`src/sv/vector_rotate_to_direction_core_macros.svh`:
```
// Assertion macros for the vector rotate-to-direction core.
`ifndef VECTOR_ROTATE_TO_DIRECTION_CORE_MACROS_SVH
`define VECTOR_ROTATE_TO_DIRECTION_CORE_MACROS_SVH

// Same-cycle implication, checked at every clock edge outside reset.
`define VRD_ASSERT_NOW(lbl, clk, rst_n, ante, cons, msg) \
    lbl: assert property (@(posedge clk) disable iff (!rst_n) (ante) |-> (cons)) \
        else $error(msg);

// Next-cycle implication, checked at every clock edge outside reset.
`define VRD_ASSERT_NEXT(lbl, clk, rst_n, ante, cons, msg) \
    lbl: assert property (@(posedge clk) disable iff (!rst_n) (ante) |=> (cons)) \
        else $error(msg);

`endif

```
`src/sv/vrd_pkg.sv`:
```
// Shared types and constants for the vector rotate-to-direction core.
package vrd_pkg;

    localparam int ACC_W            = 64;
    localparam int DATA_WIDTH_DEF   = 32;
    localparam int CORDIC_STEPS_DEF = 20;
    localparam int MAX_STEPS        = 40;
    localparam int UNSCALE_LAT      = 3;
    localparam int GAIN_W           = 30;
    // 1/K of the CORDIC, unsigned Q0.30
    localparam logic [GAIN_W-1:0] GAIN_INV_Q30 = 30'd652032874;

    typedef logic signed [ACC_W-1:0] t_acc;

    typedef struct packed {
        logic                 axis;   // direction on the z axis
        logic                 xneg;
        logic                 zneg;
        t_acc                 zabs;
        t_acc                 px;
        t_acc                 py;
        t_acc                 pz;
        t_acc                 pzr;    // z after the tilt rotation
        logic [MAX_STEPS-1:0] dirs;   // azimuth micro-rotation directions
    } t_ctx;

endpackage

```
`src/sv/vrd_cordic_step.sv`:
```
// One registered CORDIC micro-rotation on a pair and a carried vector.
module vrd_cordic_step #(
    parameter int SHIFT   = 0,
    parameter bit USE_DIR = 1'b0
) (
    input  logic          i_clk,
    input  logic          i_en,
    input  vrd_pkg::t_acc i_a,
    input  vrd_pkg::t_acc i_b,
    input  vrd_pkg::t_acc i_u,
    input  vrd_pkg::t_acc i_v,
    input  logic          i_dir,
    output vrd_pkg::t_acc o_a,
    output vrd_pkg::t_acc o_b,
    output vrd_pkg::t_acc o_u,
    output vrd_pkg::t_acc o_v
);
    import vrd_pkg::*;

    t_acc r_a, r_b, r_u, r_v;
    t_acc n_a, n_b, n_u, n_v;
    t_acc sa, sb, su, sv;
    logic cw;

    // clockwise when b is non-negative, or as replayed from an earlier pass
    assign cw = USE_DIR ? i_dir : ~i_b[ACC_W-1];
    assign sa = i_a >>> SHIFT;
    assign sb = i_b >>> SHIFT;
    assign su = i_u >>> SHIFT;
    assign sv = i_v >>> SHIFT;

    always_comb begin
        if (cw) begin
            n_a = i_a + sb;
            n_b = i_b - sa;
            n_u = i_u + sv;
            n_v = i_v - su;
        end else begin
            n_a = i_a - sb;
            n_b = i_b + sa;
            n_u = i_u - sv;
            n_v = i_v + su;
        end
    end

    always_ff @(posedge i_clk) begin
        if (i_en) begin
            r_a <= n_a;
            r_b <= n_b;
            r_u <= n_u;
            r_v <= n_v;
        end
    end

    assign o_a = r_a;
    assign o_b = r_b;
    assign o_u = r_u;
    assign o_v = r_v;
endmodule

```
`config.mk`:
```
export PLATFORM = sky130hd
export DESIGN_NAME = vrd_cordic_step
export DESIGN_NICKNAME = d
export VERILOG_FILES = /design/src/sv/vector_rotate_to_direction_core_macros.svh /design/src/sv/vrd_pkg.sv /design/src/sv/vrd_cordic_step.sv
export SDC_FILE = /design/constraint.sdc
export NUM_CORES = 1
export LEC_CHECK = 0
export BUFFER_PORTS_ARGS = -buffer_cell sky130_fd_sc_hd__buf_4
export CAP_MARGIN = 20
export CORE_MARGIN = 4
export CORE_UTILIZATION = 27
export CTS_CLUSTER_SIZE = 24
export DETAILED_ROUTE_END_ITERATION = 7
export PLACE_DENSITY = 0.43
export SLEW_MARGIN = 0
export SYNTH_ARGS = -nofsm -noshare
export SYNTH_HDL_FRONTEND = slang
export SYNTH_SLANG_ARGS = --single-unit
```
`constraint.sdc`:
```
create_clock -name i_clk -period 4.2 [get_ports i_clk]
set_input_delay 0.42 -clock i_clk [delete_from_list [all_inputs] [get_ports i_clk]]
set_output_delay 0.42 -clock i_clk [all_outputs]
set_load 0.05 [all_outputs]
```
# Yosys cells after proc, flatten, opt, wreduce, memory -nomap -nowiden
# Index checks and enable logic that the tools add are counted.
[op_classes]
addsub = 6
mux = 4
[ops]
columns = ["cell", "count"]
rows = [
  ["64-bit two-way mux", 4],
  ["64-bit subtractor", 4],
  ["64-bit adder", 2],
]
[totals]
ff_bits = 256
input_bits = 259
output_inout_bits = 256
elab_cells = 14

# Logic depth before layout (Yosys ltp)
[logic_depth]
word_depth = 2
mapped_depth = 15
ltp_nobuf = 14

# Worst setup path after synthesis
# OpenSTA, ideal clock, no wires.
[synth_timing]
path_type = "input port to flip-flop"
start = "input port i_a[11]"
end = "register r_a[63] (netlist: o_a[63]), data pin"
setup_ns = 0.262
arrival_ns = 3.857
required_time_ns = 3.938
setup_slack_ns = 0.081
cell_stages = 13
n_path_buf = 0
cell_sequence = "inv_1 -> ha_1 -> or4_4 -> or4_4 -> a21o_1 -> a311oi_2 -> a211o_2 -> a31oi_4 -> o211a_1 -> or4_4 -> o41a_1 -> a21oi_1 -> xor2_1"
[synth_via]
elab_chain_cells = 2
elab_cells_between_ends = 3
cone_classes = "2 x add/sub; 1 x mux"
[synth_lines]
columns = ["element", "line", "text"]
rows = [
  ["start: declaration", "vrd_cordic_step.sv:8", "input vrd_pkg::t_acc i_a,"],
  ["64-bit adder / 64-bit subtractor (equally long branches)", "vrd_cordic_step.sv:34, vrd_cordic_step.sv:39", ""],
  ["64-bit two-way mux *", "vrd_cordic_step.sv:33", "if (cw) begin"],
  ["net n_a[63]", "vrd_cordic_step.sv:21", "t_acc n_a, n_b, n_u, n_v;"],
  ["end signal: assignment", "vrd_cordic_step.sv:48", "r_a <= n_a;"],
  ["end: declaration", "vrd_cordic_step.sv:20", "t_acc r_a, r_b, r_u, r_v;"],
]
# Mark *: on every way through the listed nets, which the timed path passes. The rest lies on a longest branch.
# A chain may end at the register's enable or synchronous reset.

# Final worst setup path
[layout_timing]
start = "input port i_u[0]"
end = "register r_v[54] (netlist: o_v[54]), data pin"
[layout_via]
elab_chain_cells = 2
elab_cells_between_ends = 3
cone_classes = "2 x add/sub; 1 x mux"
[layout_lines]
columns = ["element", "line", "text"]
rows = [
  ["start: declaration", "vrd_cordic_step.sv:10", "input vrd_pkg::t_acc i_u,"],
  ["64-bit subtractor / 64-bit adder (equally long branches)", "vrd_cordic_step.sv:37, vrd_cordic_step.sv:42", ""],
  ["64-bit two-way mux *", "vrd_cordic_step.sv:33", ""],
  ["net n_v[54]", "vrd_cordic_step.sv:21", ""],
  ["end signal: assignment", "vrd_cordic_step.sv:51", "r_v <= n_v;"],
  ["end: declaration", "vrd_cordic_step.sv:20", ""],
]
# Marks and branches as above.

==> results.toml <==
[outcome]
status = "complete, no violations"

[timing]
whs_ps = 200
rsz0062_at_grt = "false"
max_freq_mhz = 249
max-slew-margin-rel_pct = 19.5
finalCriticalPeriod_ps = 4020
finalHoldViolations = 0
setup_viol = 0
tightest_slew_ps = 1190
report.final.slew_viol_count = 0
fin_crit_sh_pct = 95.8

[grt]
grt_first_pass_wirelength_mm = 229
grt_usage_pct = 24.7
globalRouteOverflowTotal = 0
antenna_found_initial = 15
grt_pass1_vias = 34500
grt_start_max_net_pins = 159

[worst_hold_path]
hp-class = "in -> reg"
holdPathStages = 2

[critical_path]
cp.required_ps = 4560
critPathMaxStageDelay_ps = 600
worstPathArrival_ps = 4380
cp-end-kind = "flip-flop"
crit_path_frequent_cell = "buf_4"
cp_max_fo = 3
timing.critical_path.from_type = "primary input"
cp_cell_sequence = "buf_4, buf_4, ha_1, fa_1, nor2b_1, o21bai_1, a211oi_1, buf_4, nor2_1, a31oi_1, o41ai_1, o311ai_1, buf_4, nand2_1, buf_4, o21ai_0, mux2i_1, xnor2_1"
critPathKind = "in -> reg"
cp_slowest_cell = "o311ai_1"

[power]
p_leak_nw = 18.6
power_frac_comb_pct = 52.2
pwr-share-seq_pct = 24.8
clkPwrFrac_pct = 23.0
switching_power_w = 0.00659
p_int_w = 0.00795
power.total_w = 0.0145
ir_drop_mv = 0.298
swShare_pct = 45.3
power_density_nw_per_um2 = 346

[synthesis]
ys.flop_type = "edfxtp_1"
ys_types = 77
syn_avg_cell_area_um2 = 7.74
synth_top_cell_by_area = "edfxtp_1"
yosysSeqAreaShare_pct = 24.0
synth.top_cell.area_share_pct = 24.0
syn_nets = 4753
synth.area.top_cells = "edfxtp_1, ha_1, a21oi_1"
synth-compound-area-share_pct = 29.6
ys_ff_latch = 254
synth-async-reset-ratio_pct = 0
synthMuxAreaShare_pct = 1.67
synth_cells = 4108
synthSimpleGateAreaFrac_pct = 15.5
synthAdderAreaFrac_pct = 15.3
synth-edff-count = 254
syn-cell-area_um2 = 31800
yosys.area_share.xor_xnor_pct = 6.75
yosys_warnings = 0
synth_top_family_by_area = "compound AO/OA/AOI/OAI gates"

[cts]
cts_tree = "yes"
cts_hold_buf = 0
cts_num_sinks = 254
clock_path_buffers = 3
cts_inserted_buffers = 38
cts_resized = 0
post-cts-setup-buffers = 0
path_clk_slew_ps = 50
cts-root-buf = "clkbuf_16"
htree_num_levels = 2

[final_layout]
area_delta_synth_final_pct = 32.0
final_area_um2 = 42000
layout_common_cells = "buf_4, a21oi_1, inv_1"
drive_gt1_share_pct = 22.5
final_common_cell = "buf_4"
fin_nets = 5612

[die]
initial_core_util_pct = 27.3
ios = 515
dieHeight_um = 351
rows = 125
dieArea_um2 = 123000
coreArea_um2 = 117000
die_w_um = 351

[place]
placed_area_um2 = 40700
port_buffers = 513
gp_congestion = 0.959
hpwl_mm = 133

[routing]
via_per_inst = 5.31
final_antenna_net_count = 0
first_iter_violations = 3224
first_pass_iters = 6
avgRoutedWirePerCell_um = 24.4
met3WireLength_mm = 9.64
dr_total_vias = 34700
drt-total-wl_mm = 159
top_layer = "met5"
wl_met1_mm = 70.0
met2_length_mm = 74.0
drc = 0

[job]
cap_violations = 0
==> cells by family after synthesis <==
kind of cell	Yosys count
compound gates	1525
fa+ha+maj	386
simple gates	1039
buf+inv	606
xor+xnor	245
mux	53
flops	254
==> registers in the layout, summed over array words and instances (netlist names) <==
signal  flops
o_b        63
o_a        64
o_v        63
o_u        64
==> worst paths after layout <==
kind	slack, ps	endpoint	startpoint
hold / removal	200	o_b[63]	i_a[63]
setup / recovery	180	o_v[54]	i_u[0]
==> metrics by stage <==
stage / setup WS (ps) / cells / TNS (ps) / util [%]
final: 178 / 6528 / 0 / 36.0
after global routing: 57.4 / 6523 / 0 / 36.0
after CTS: 24.7 / 6519 / 0 / 36.0
after detailed placement: -647 / 6451 / -10390 / 34.9
after global placement: -626 / 6451 / -10470 / 34.9
after floorplan: 80.7 / 4108 / 0 / -
==> worst max-delay path, delay by kind of cell <==
family / cells / cell delay, ps
XOR/XNOR: 1 / 150
AO/OA/AOI/OAI: 6 / 1920
multiplexers: 1 / 140
buffers and inverters: 5 / 800
AND/OR/NAND/NOR: 3 / 300
adder cells (fa/ha/maj): 2 / 620
==> cell usage after synthesis (all sizes together), types with 83 or more instances <==
master	n
ha	380
nor2	338
nor3	92
inv	398
xnor2	221
a21o	83
a21oi	592
nand2	245
o21bai	125
clkbuf	155
edfxtp	254
o21ai	334
==> area by class of cell <==
cell class / count / area, um^2
repair buffers: 1012 / 7710
clock inverters: 25 / 267
well taps: 1524 / 1910
multi-input cells: 3248 / 21900
clock buffers: 43 / 991
inverters: 413 / 1550
flip-flops and latches: 254 / 7630
diodes: 9 / 22.5
fillers: 12500 / 74600
==> power by group through the flow <==
stage / combinational, W / sequential (W) / clock (W)
after global routing: 0.00802 / 0.00365 / 0.00355
after CTS: 0.00754 / 0.00362 / 0.00347
after floorplan: 0.00286 / 0.00511 / 0
after detailed placement: 0.00751 / 0.00366 / 0
final: 0.00758 / 0.00361 / 0.00334
after global placement: 0.00755 / 0.00366 / 0
==> per-layer routing <==
| layer | global-route usage, % | up-vias |
|---|---|---|
| li1 | - | 16500 |
| met1 | 32.5 | 16700 |
| met2 | 41.4 | 1232 |
| met3 | 3.65 | 204 |
| met4 | 7.95 | 10 |
| met5 | 0 | - |
Note: power is estimated with default switching activity, not from simulation.
