$ cat config.mk
export PLATFORM = sky130hd
export DESIGN_NAME = vrd_unscale
export DESIGN_NICKNAME = d
export VERILOG_FILES = /design/src/sv/vector_rotate_to_direction_core_macros.svh /design/src/sv/vrd_pkg.sv /design/src/sv/vrd_unscale.sv
export SDC_FILE = /design/constraint.sdc
export NUM_CORES = 2
export LEC_CHECK = 0
export BUFFER_PORTS_ARGS = -buffer_cell sky130_fd_sc_hd__buf_4
export CAP_MARGIN = 20
export CORE_AREA = 2 2 319 321
export CTS_BUF_LIST = sky130_fd_sc_hd__clkbuf_2 sky130_fd_sc_hd__clkbuf_4 sky130_fd_sc_hd__clkbuf_8
export DETAILED_ROUTE_END_ITERATION = 10
export DIE_AREA = 0 0 321 323
export GPL_TIMING_DRIVEN = 0
export SLEW_MARGIN = 30
export SYNTH_ARGS = -nofsm -noshare
export SYNTH_HDL_FRONTEND = slang
export SYNTH_SLANG_ARGS = --single-unit
$ cat constraint.sdc
create_clock -name i_clk -period 10.1 [get_ports i_clk]
set_input_delay 2.02 -clock i_clk [delete_from_list [all_inputs] [get_ports i_clk]]
set_output_delay 2.02 -clock i_clk [all_outputs]
set_load 0.01 [all_outputs]
$ cat src/sv/vector_rotate_to_direction_core_macros.svh
// Assertion macros for the vector rotate-to-direction core.
`ifndef VECTOR_ROTATE_TO_DIRECTION_CORE_MACROS_SVH
`define VECTOR_ROTATE_TO_DIRECTION_CORE_MACROS_SVH

// Same-cycle implication, checked at every clock edge outside reset.
`define VRD_ASSERT_NOW(lbl, clk, rst_n, ante, cons, msg) \
    lbl: assert property (@(posedge clk) disable iff (!rst_n) (ante) |-> (cons)) \
        else $error(msg);

// Next-cycle implication, checked at every clock edge outside reset.
`define VRD_ASSERT_NEXT(lbl, clk, rst_n, ante, cons, msg) \
    lbl: assert property (@(posedge clk) disable iff (!rst_n) (ante) |=> (cons)) \
        else $error(msg);

`endif

$ cat src/sv/vrd_pkg.sv
// Shared types and constants for the vector rotate-to-direction core.
package vrd_pkg;

    localparam int ACC_W            = 64;
    localparam int DATA_WIDTH_DEF   = 32;
    localparam int CORDIC_STEPS_DEF = 20;
    localparam int MAX_STEPS        = 40;
    localparam int UNSCALE_LAT      = 3;
    localparam int GAIN_W           = 30;
    // 1/K of the CORDIC, unsigned Q0.30
    localparam logic [GAIN_W-1:0] GAIN_INV_Q30 = 30'd652032874;

    typedef logic signed [ACC_W-1:0] t_acc;

    typedef struct packed {
        logic                 axis;   // direction on the z axis
        logic                 xneg;
        logic                 zneg;
        t_acc                 zabs;
        t_acc                 px;
        t_acc                 py;
        t_acc                 pz;
        t_acc                 pzr;    // z after the tilt rotation
        logic [MAX_STEPS-1:0] dirs;   // azimuth micro-rotation directions
    } t_ctx;

endpackage

$ cat src/sv/vrd_unscale.sv
// Three-stage CORDIC gain correction, rounding half away from zero.
module vrd_unscale (
    input  logic          i_clk,
    input  logic          i_en,
    input  vrd_pkg::t_acc i_val,
    output vrd_pkg::t_acc o_val
);
    import vrd_pkg::*;

    localparam int HALF_W = ACC_W / 2;
    localparam int PROD_W = HALF_W + GAIN_W;

    logic                r_neg1, r_neg2;
    logic [ACC_W-1:0]    r_mag;
    logic [PROD_W-1:0]   r_hi_p, r_lo_p;
    t_acc                r_out;
    logic [ACC_W-1:0]    n_sum;

    always_comb begin
        n_sum = (ACC_W'(r_hi_p) << 2)
              + ACC_W'((ACC_W'(r_lo_p) + (ACC_W'(1) << (GAIN_W - 1))) >> GAIN_W);
    end

    always_ff @(posedge i_clk) begin
        if (i_en) begin
            r_neg1 <= i_val[ACC_W-1];
            r_mag  <= i_val[ACC_W-1] ? ACC_W'(-i_val) : ACC_W'(i_val);
            r_neg2 <= r_neg1;
            r_hi_p <= PROD_W'(r_mag[ACC_W-1:HALF_W]) * PROD_W'(GAIN_INV_Q30);
            r_lo_p <= PROD_W'(r_mag[HALF_W-1:0]) * PROD_W'(GAIN_INV_Q30);
            r_out  <= r_neg2 ? -t_acc'(n_sum) : t_acc'(n_sum);
        end
    end

    assign o_val = r_out;
endmodule

Word-level counts from Yosys, hierarchy flattened
Index checks and enable logic that the tools add are counted.

operators by class
  add/subtract/negate cells = 4
  multipliers = 2
  div/mod/pow operators = 0
  order comparisons = 0
  equal/unequal tests = 0
  shift-type cells = 0
  mux-type cells = 2
  bitwise gates (word level) = 0
  reductions and logical operators = 0

operators by type and width
  cell                                                                   number
  64-bit negator                                                         2
  32-bit by 29-bit multiplier with 61-bit output, second input constant  2
  64-bit by 33-bit adder with 64-bit output                              1
  64-bit 2-to-1 mux                                                      1
  62-bit by 30-bit adder with 63-bit output, second input constant       1
  63-bit 2-to-1 mux                                                      1

word-level totals
  bits in registers = 252
  latch bits = 0
  memory bits (writable) = 0
  memory bits (read-only) = 0
  input port bits = 66
  output and inout port bits = 64
  word-level logic and storage cells = 15
  memories = 0

Logic depth before layout (Yosys ltp)
  depth in word-level cells = 4
  mapped depth = 30
  gate-level depth less buffers = 29

Worst setup path after synthesis
No wires, ideal clock.

  path kind = register to register
  start = register r_mag[12]
  end = register r_lo_p[58] (data pin)
  library setup time = 270 ps
  data arrival time = 7,224 ps
  required time = 9,830 ps
  slack = 2,606 ps
  stages on the path, launching flop included = 26
  path buffers = 0
  clock period less this slack = 7,494 ps
  cell sequence = edfxtp_1 -> ha_1 -> fa_1 -> inv_1 -> fa_1 -> fa_1 -> fa_1 -> inv_1 -> fa_1 -> fa_1 -> inv_1 -> fa_1 -> inv_1 -> ha_1 -> o21ai_0 -> o21bai_1 -> a2111oi_0 -> a2bb2oi_1 -> a21oi_1 -> o211ai_1 -> a31oi_1 -> o21ai_0 -> nand2_1 -> a221oi_1 -> nor3_1 -> or3b_2

between the ends
  word-level cells in the longest chain between the ends = 1

RTL lines
  element                                         line               RTL
  from (decl)                                     vrd_unscale.sv:14  logic [ACC_W-1:0] r_mag;
  from (signal assigned)                          vrd_unscale.sv:27  r_mag <= i_val[ACC_W-1] ? ACC_W'(-i_val) : ACC_W'(i_val);
  32-bit by 29-bit multiplier with 61-bit output  vrd_unscale.sv:30  r_lo_p <= PROD_W'(r_mag[HALF_W-1:0]) * PROD_W'(GAIN_INV_Q30);
  to (signal assigned)                            vrd_unscale.sv:30
  to (decl)                                       vrd_unscale.sv:15  logic [PROD_W-1:0] r_hi_p, r_lo_p;

No other way between the ends.
A chain may end at the register's enable or synchronous reset.

Final worst setup path
  start = register r_mag[13]
  end = register r_lo_p[58] (data pin)

Same word-level chain as after synthesis.

==> reports/qor.csv <==
stage,metric,value,unit
clocking,clockBufferDepth,3,
floorplanning,die_y,323,µm
clocking,clock_latency,0.67,ns
timing,rsz0062_at_grt,false,
clocking,clock_sinks,224,
routing,route.met3.wl,9500,µm
synthesis,synthTopCellsByArea,"fa_1 38%, ha_1 19%, edfxtp_1 14%",
routing,wl_met1,64200,µm
cells_and_area,syn_to_final_growth,7.66,%
worst_setup_path,cp_max_fo,7,
routing,ant_nets,0,
timing,min_period,9.37,ns
worst_setup_path,cp.arrival,9.72,ns
synthesis,ys_warn_count,0,
synthesis,ys.flop_type,edfxtp_1,
timing,period_share,0.927,
routing,drtIter0Drc,2532,
synthesis,yosysMostFrequentCell,inv_1,
synthesis,avgSynthCellArea,10.3,µm²
worst_setup_path,startpoint,r_mag[13],
worst_setup_path,start_kind,register,
global_route,antenna_found_initial,5,
clocking,cts_tree,yes,
worst_hold_path,holdCritPathClass,register to register,
clocking,numCtsBuffers,45,
place,io_buffers,129,
routing,route.met2.wl,57000,µm
worst_setup_path,crit_buf_inv,6,
worst_setup_path,r2r-start,r_mag[13],
place,hpwl,116000,µm
floorplanning,dieArea,104000,µm²
floorplanning,coreArea,101000,µm²
routing,post_drt_via_cell_ratio,5.25,
routing,top_layer,met4,
clocking,post-cts-setup-buffers,0,
floorplanning,num_rows,117,
synthesis,yosys.area.top_type,fa_1,
worst_setup_path,cp_common_cell,inv_1,
synthesis,syn-cell-area,48900,µm²
worst_setup_path,r2r_end,r_lo_p[58],
cells_and_area,diodes,0,
clocking,root_buffer,clkbuf_8,
floorplanning,io_pins,130,
global_route,grt_pass1_wl,208000,µm
synthesis,synth-seq-cells,224,
worst_setup_path,cpPeakStageDelay,0.85,ns
timing,setup_tns,0,ns
place,gp_congestion,0.978,
timing,slew_headroom,0.334,
synthesis,synth_top_cells_by_count,"1,463 x inv_1, 916 x fa_1, 741 x ha_1",
floorplanning,fp.dieW,321,µm
worst_setup_path,rrSetupSlack,0.73,ns
run_status,status,finished clean,
clocking,path_clk_slew,0.06,ns
timing,setup-violations-final,0,
routing,wirelength,133000,µm
timing,skew,0.0557,ns
worst_hold_path,min_from,r_neg1,
worst_setup_path,crit_type,register to register,
routing,post_drt_wl_per_cell,21.2,µm
global_route,grt_usage,0.268,
worst_setup_path,path_delay_family,adder cells,
routing,vias,32998,
worst_hold_path,hold_depth,0,
run,drv_cap,0,
synthesis,syn-num-nets,6479,
timing,fmax,0.107,GHz
global_route,first_global_vias,34717,
synthesis,async_flop_share,0,
synthesis,synth_edf_count,224,
worst_setup_path,cp.required,10.46,ns
synthesis,ys_seq_area_frac,0.138,
timing,hold_violations,0,
routing,dr.pass1.iters,7,
global_route,grt_overflow,0,
clocking,cts.repair.resized,0,
timing,worst_slew_pin_slew,0.999,ns
worst_setup_path,ff2ff_path_depth,27,
worst_setup_path,critPathSlowestCell,edfxtp_1,
synthesis,synthCells,4756,
global_route,grt_max_degree,86,
synthesis,synth_top_area_frac,0.375,
worst_hold_path,hold_path_end,r_neg2,
cells_and_area,drive_gt1_frac,0.0529,
cells_and_area,nets,6663,
timing,finalMaxSlewViolations,0,
clocking,cts_hold_buf,0,
routing,remaining_drc_errors,0,
worst_setup_path,worstSetupEndpointType,register,
clocking,cts_max_level,2,
synthesis,synth_cell_types,73,
floorplanning,start_util,0.485,
==> layer usage <==
metal / up-vias / GRT usage
met4: 0 / 0.0453
met2: 954 / 0.402
met5: - / 0
met3: 100 / 0.0428
li1: 15322 / -
met1: 16622 / 0.414
==> through the flow <==
step           cell area (µm²)  hold WS (ns)  utilization  setup WS, ns  std cells
2_1_floorplan            48900         0.400            -          2.61       4756
3_3_place_gp             51500         0.403        0.511         0.921       6194
3_5_place_dp             51700         0.416        0.514         0.865       6202
4_1_cts                  52600         0.435        0.522         0.786       6280
5_1_grt                  52600         0.437        0.523         0.245       6280
6_report                 52600         0.433        0.523         0.734       6280
==> logic make-up (layout without fill, tap and decap cells) <==
kind of cell	count (synthesis)	after routing	share of synthesized area
fa+ha+maj	1657	1657	0.565
buf+inv	1519	1734	0.117
simple gates	548	548	0.0595
compound gates	513	513	0.0687
xor+xnor	295	295	0.0528
flops	224	224	0.138
==> final cells by class <==
type                       count  area, µm²
buffer                        56        221
clock buffer                  52        678
clock inverter                26        198
fill                        9230      48100
inverter                    1463       5490
multi-input combinational   3013      36500
sequential                   224       6730
tap                         1309       1640
timing repair buffer         137       1170
==> worst register-to-register path, stage by stage, from the launching register on <==
cell and delay, ns:
edfxtp_1 0.85, ha_1 0.45, fa_1 0.51, inv_1 0.05, fa_1 0.49, inv_1 0.04
ha_1 0.26, inv_1 0.05, fa_1 0.51, inv_1 0.05, ha_1 0.26, inv_1 0.04
fa_1 0.47, inv_1 0.05, fa_1 0.48, ha_1 0.32, o21a_1 0.12, a21oi_1 0.48
o311ai_0 0.47, a2bb2oi_1 0.60, a21oi_1 0.25, o211ai_1 0.47, a31oi_1 0.27, o21ai_0 0.30
nand2_1 0.15, a221oi_1 0.53, nor3_1 0.10, or3b_2 0.46
==> worst max-delay path by stage <==
| stage | to | slack, ns | cells after the start |
|---|---|---|---|
| detailed placement | r_lo_p[58] | 0.87 | 27 |
| CTS | r_lo_p[58] | 0.79 | 27 |
| global placement | r_lo_p[58] | 0.92 | 25 |
| finish | r_lo_p[58] | 0.73 | 27 |
| floorplan | r_lo_p[58] | 2.61 | 25 |
| global route | r_lo_p[58] | 0.25 | 25 |
==> cells in the final DEF (no fill, tap or decap), types with 57 or more instances in the layout <==
master / netlist / layout
xor2_1: 77 / 77
inv_1: 1463 / 1463
nand2_1: 122 / 122
nand3_1: 57 / 57
nor2_1: 98 / 98
ha_1: 741 / 741
buf_4: 0 / 128
xnor2_1: 218 / 218
edfxtp_1: 224 / 224
o21ai_0: 120 / 120
fa_1: 916 / 916
a21o_1: 68 / 68
a21oi_1: 120 / 120
==> state kept, by name, summed over array words and instances (netlist names) <==
name and flops:
o_val 64, r_mag 64, r_hi_p 61, r_lo_p 33, r_neg1 1, r_neg2 1
Power is not shown: default switching activity piles up to over one toggle a cycle in this logic, so the estimate is an artifact.
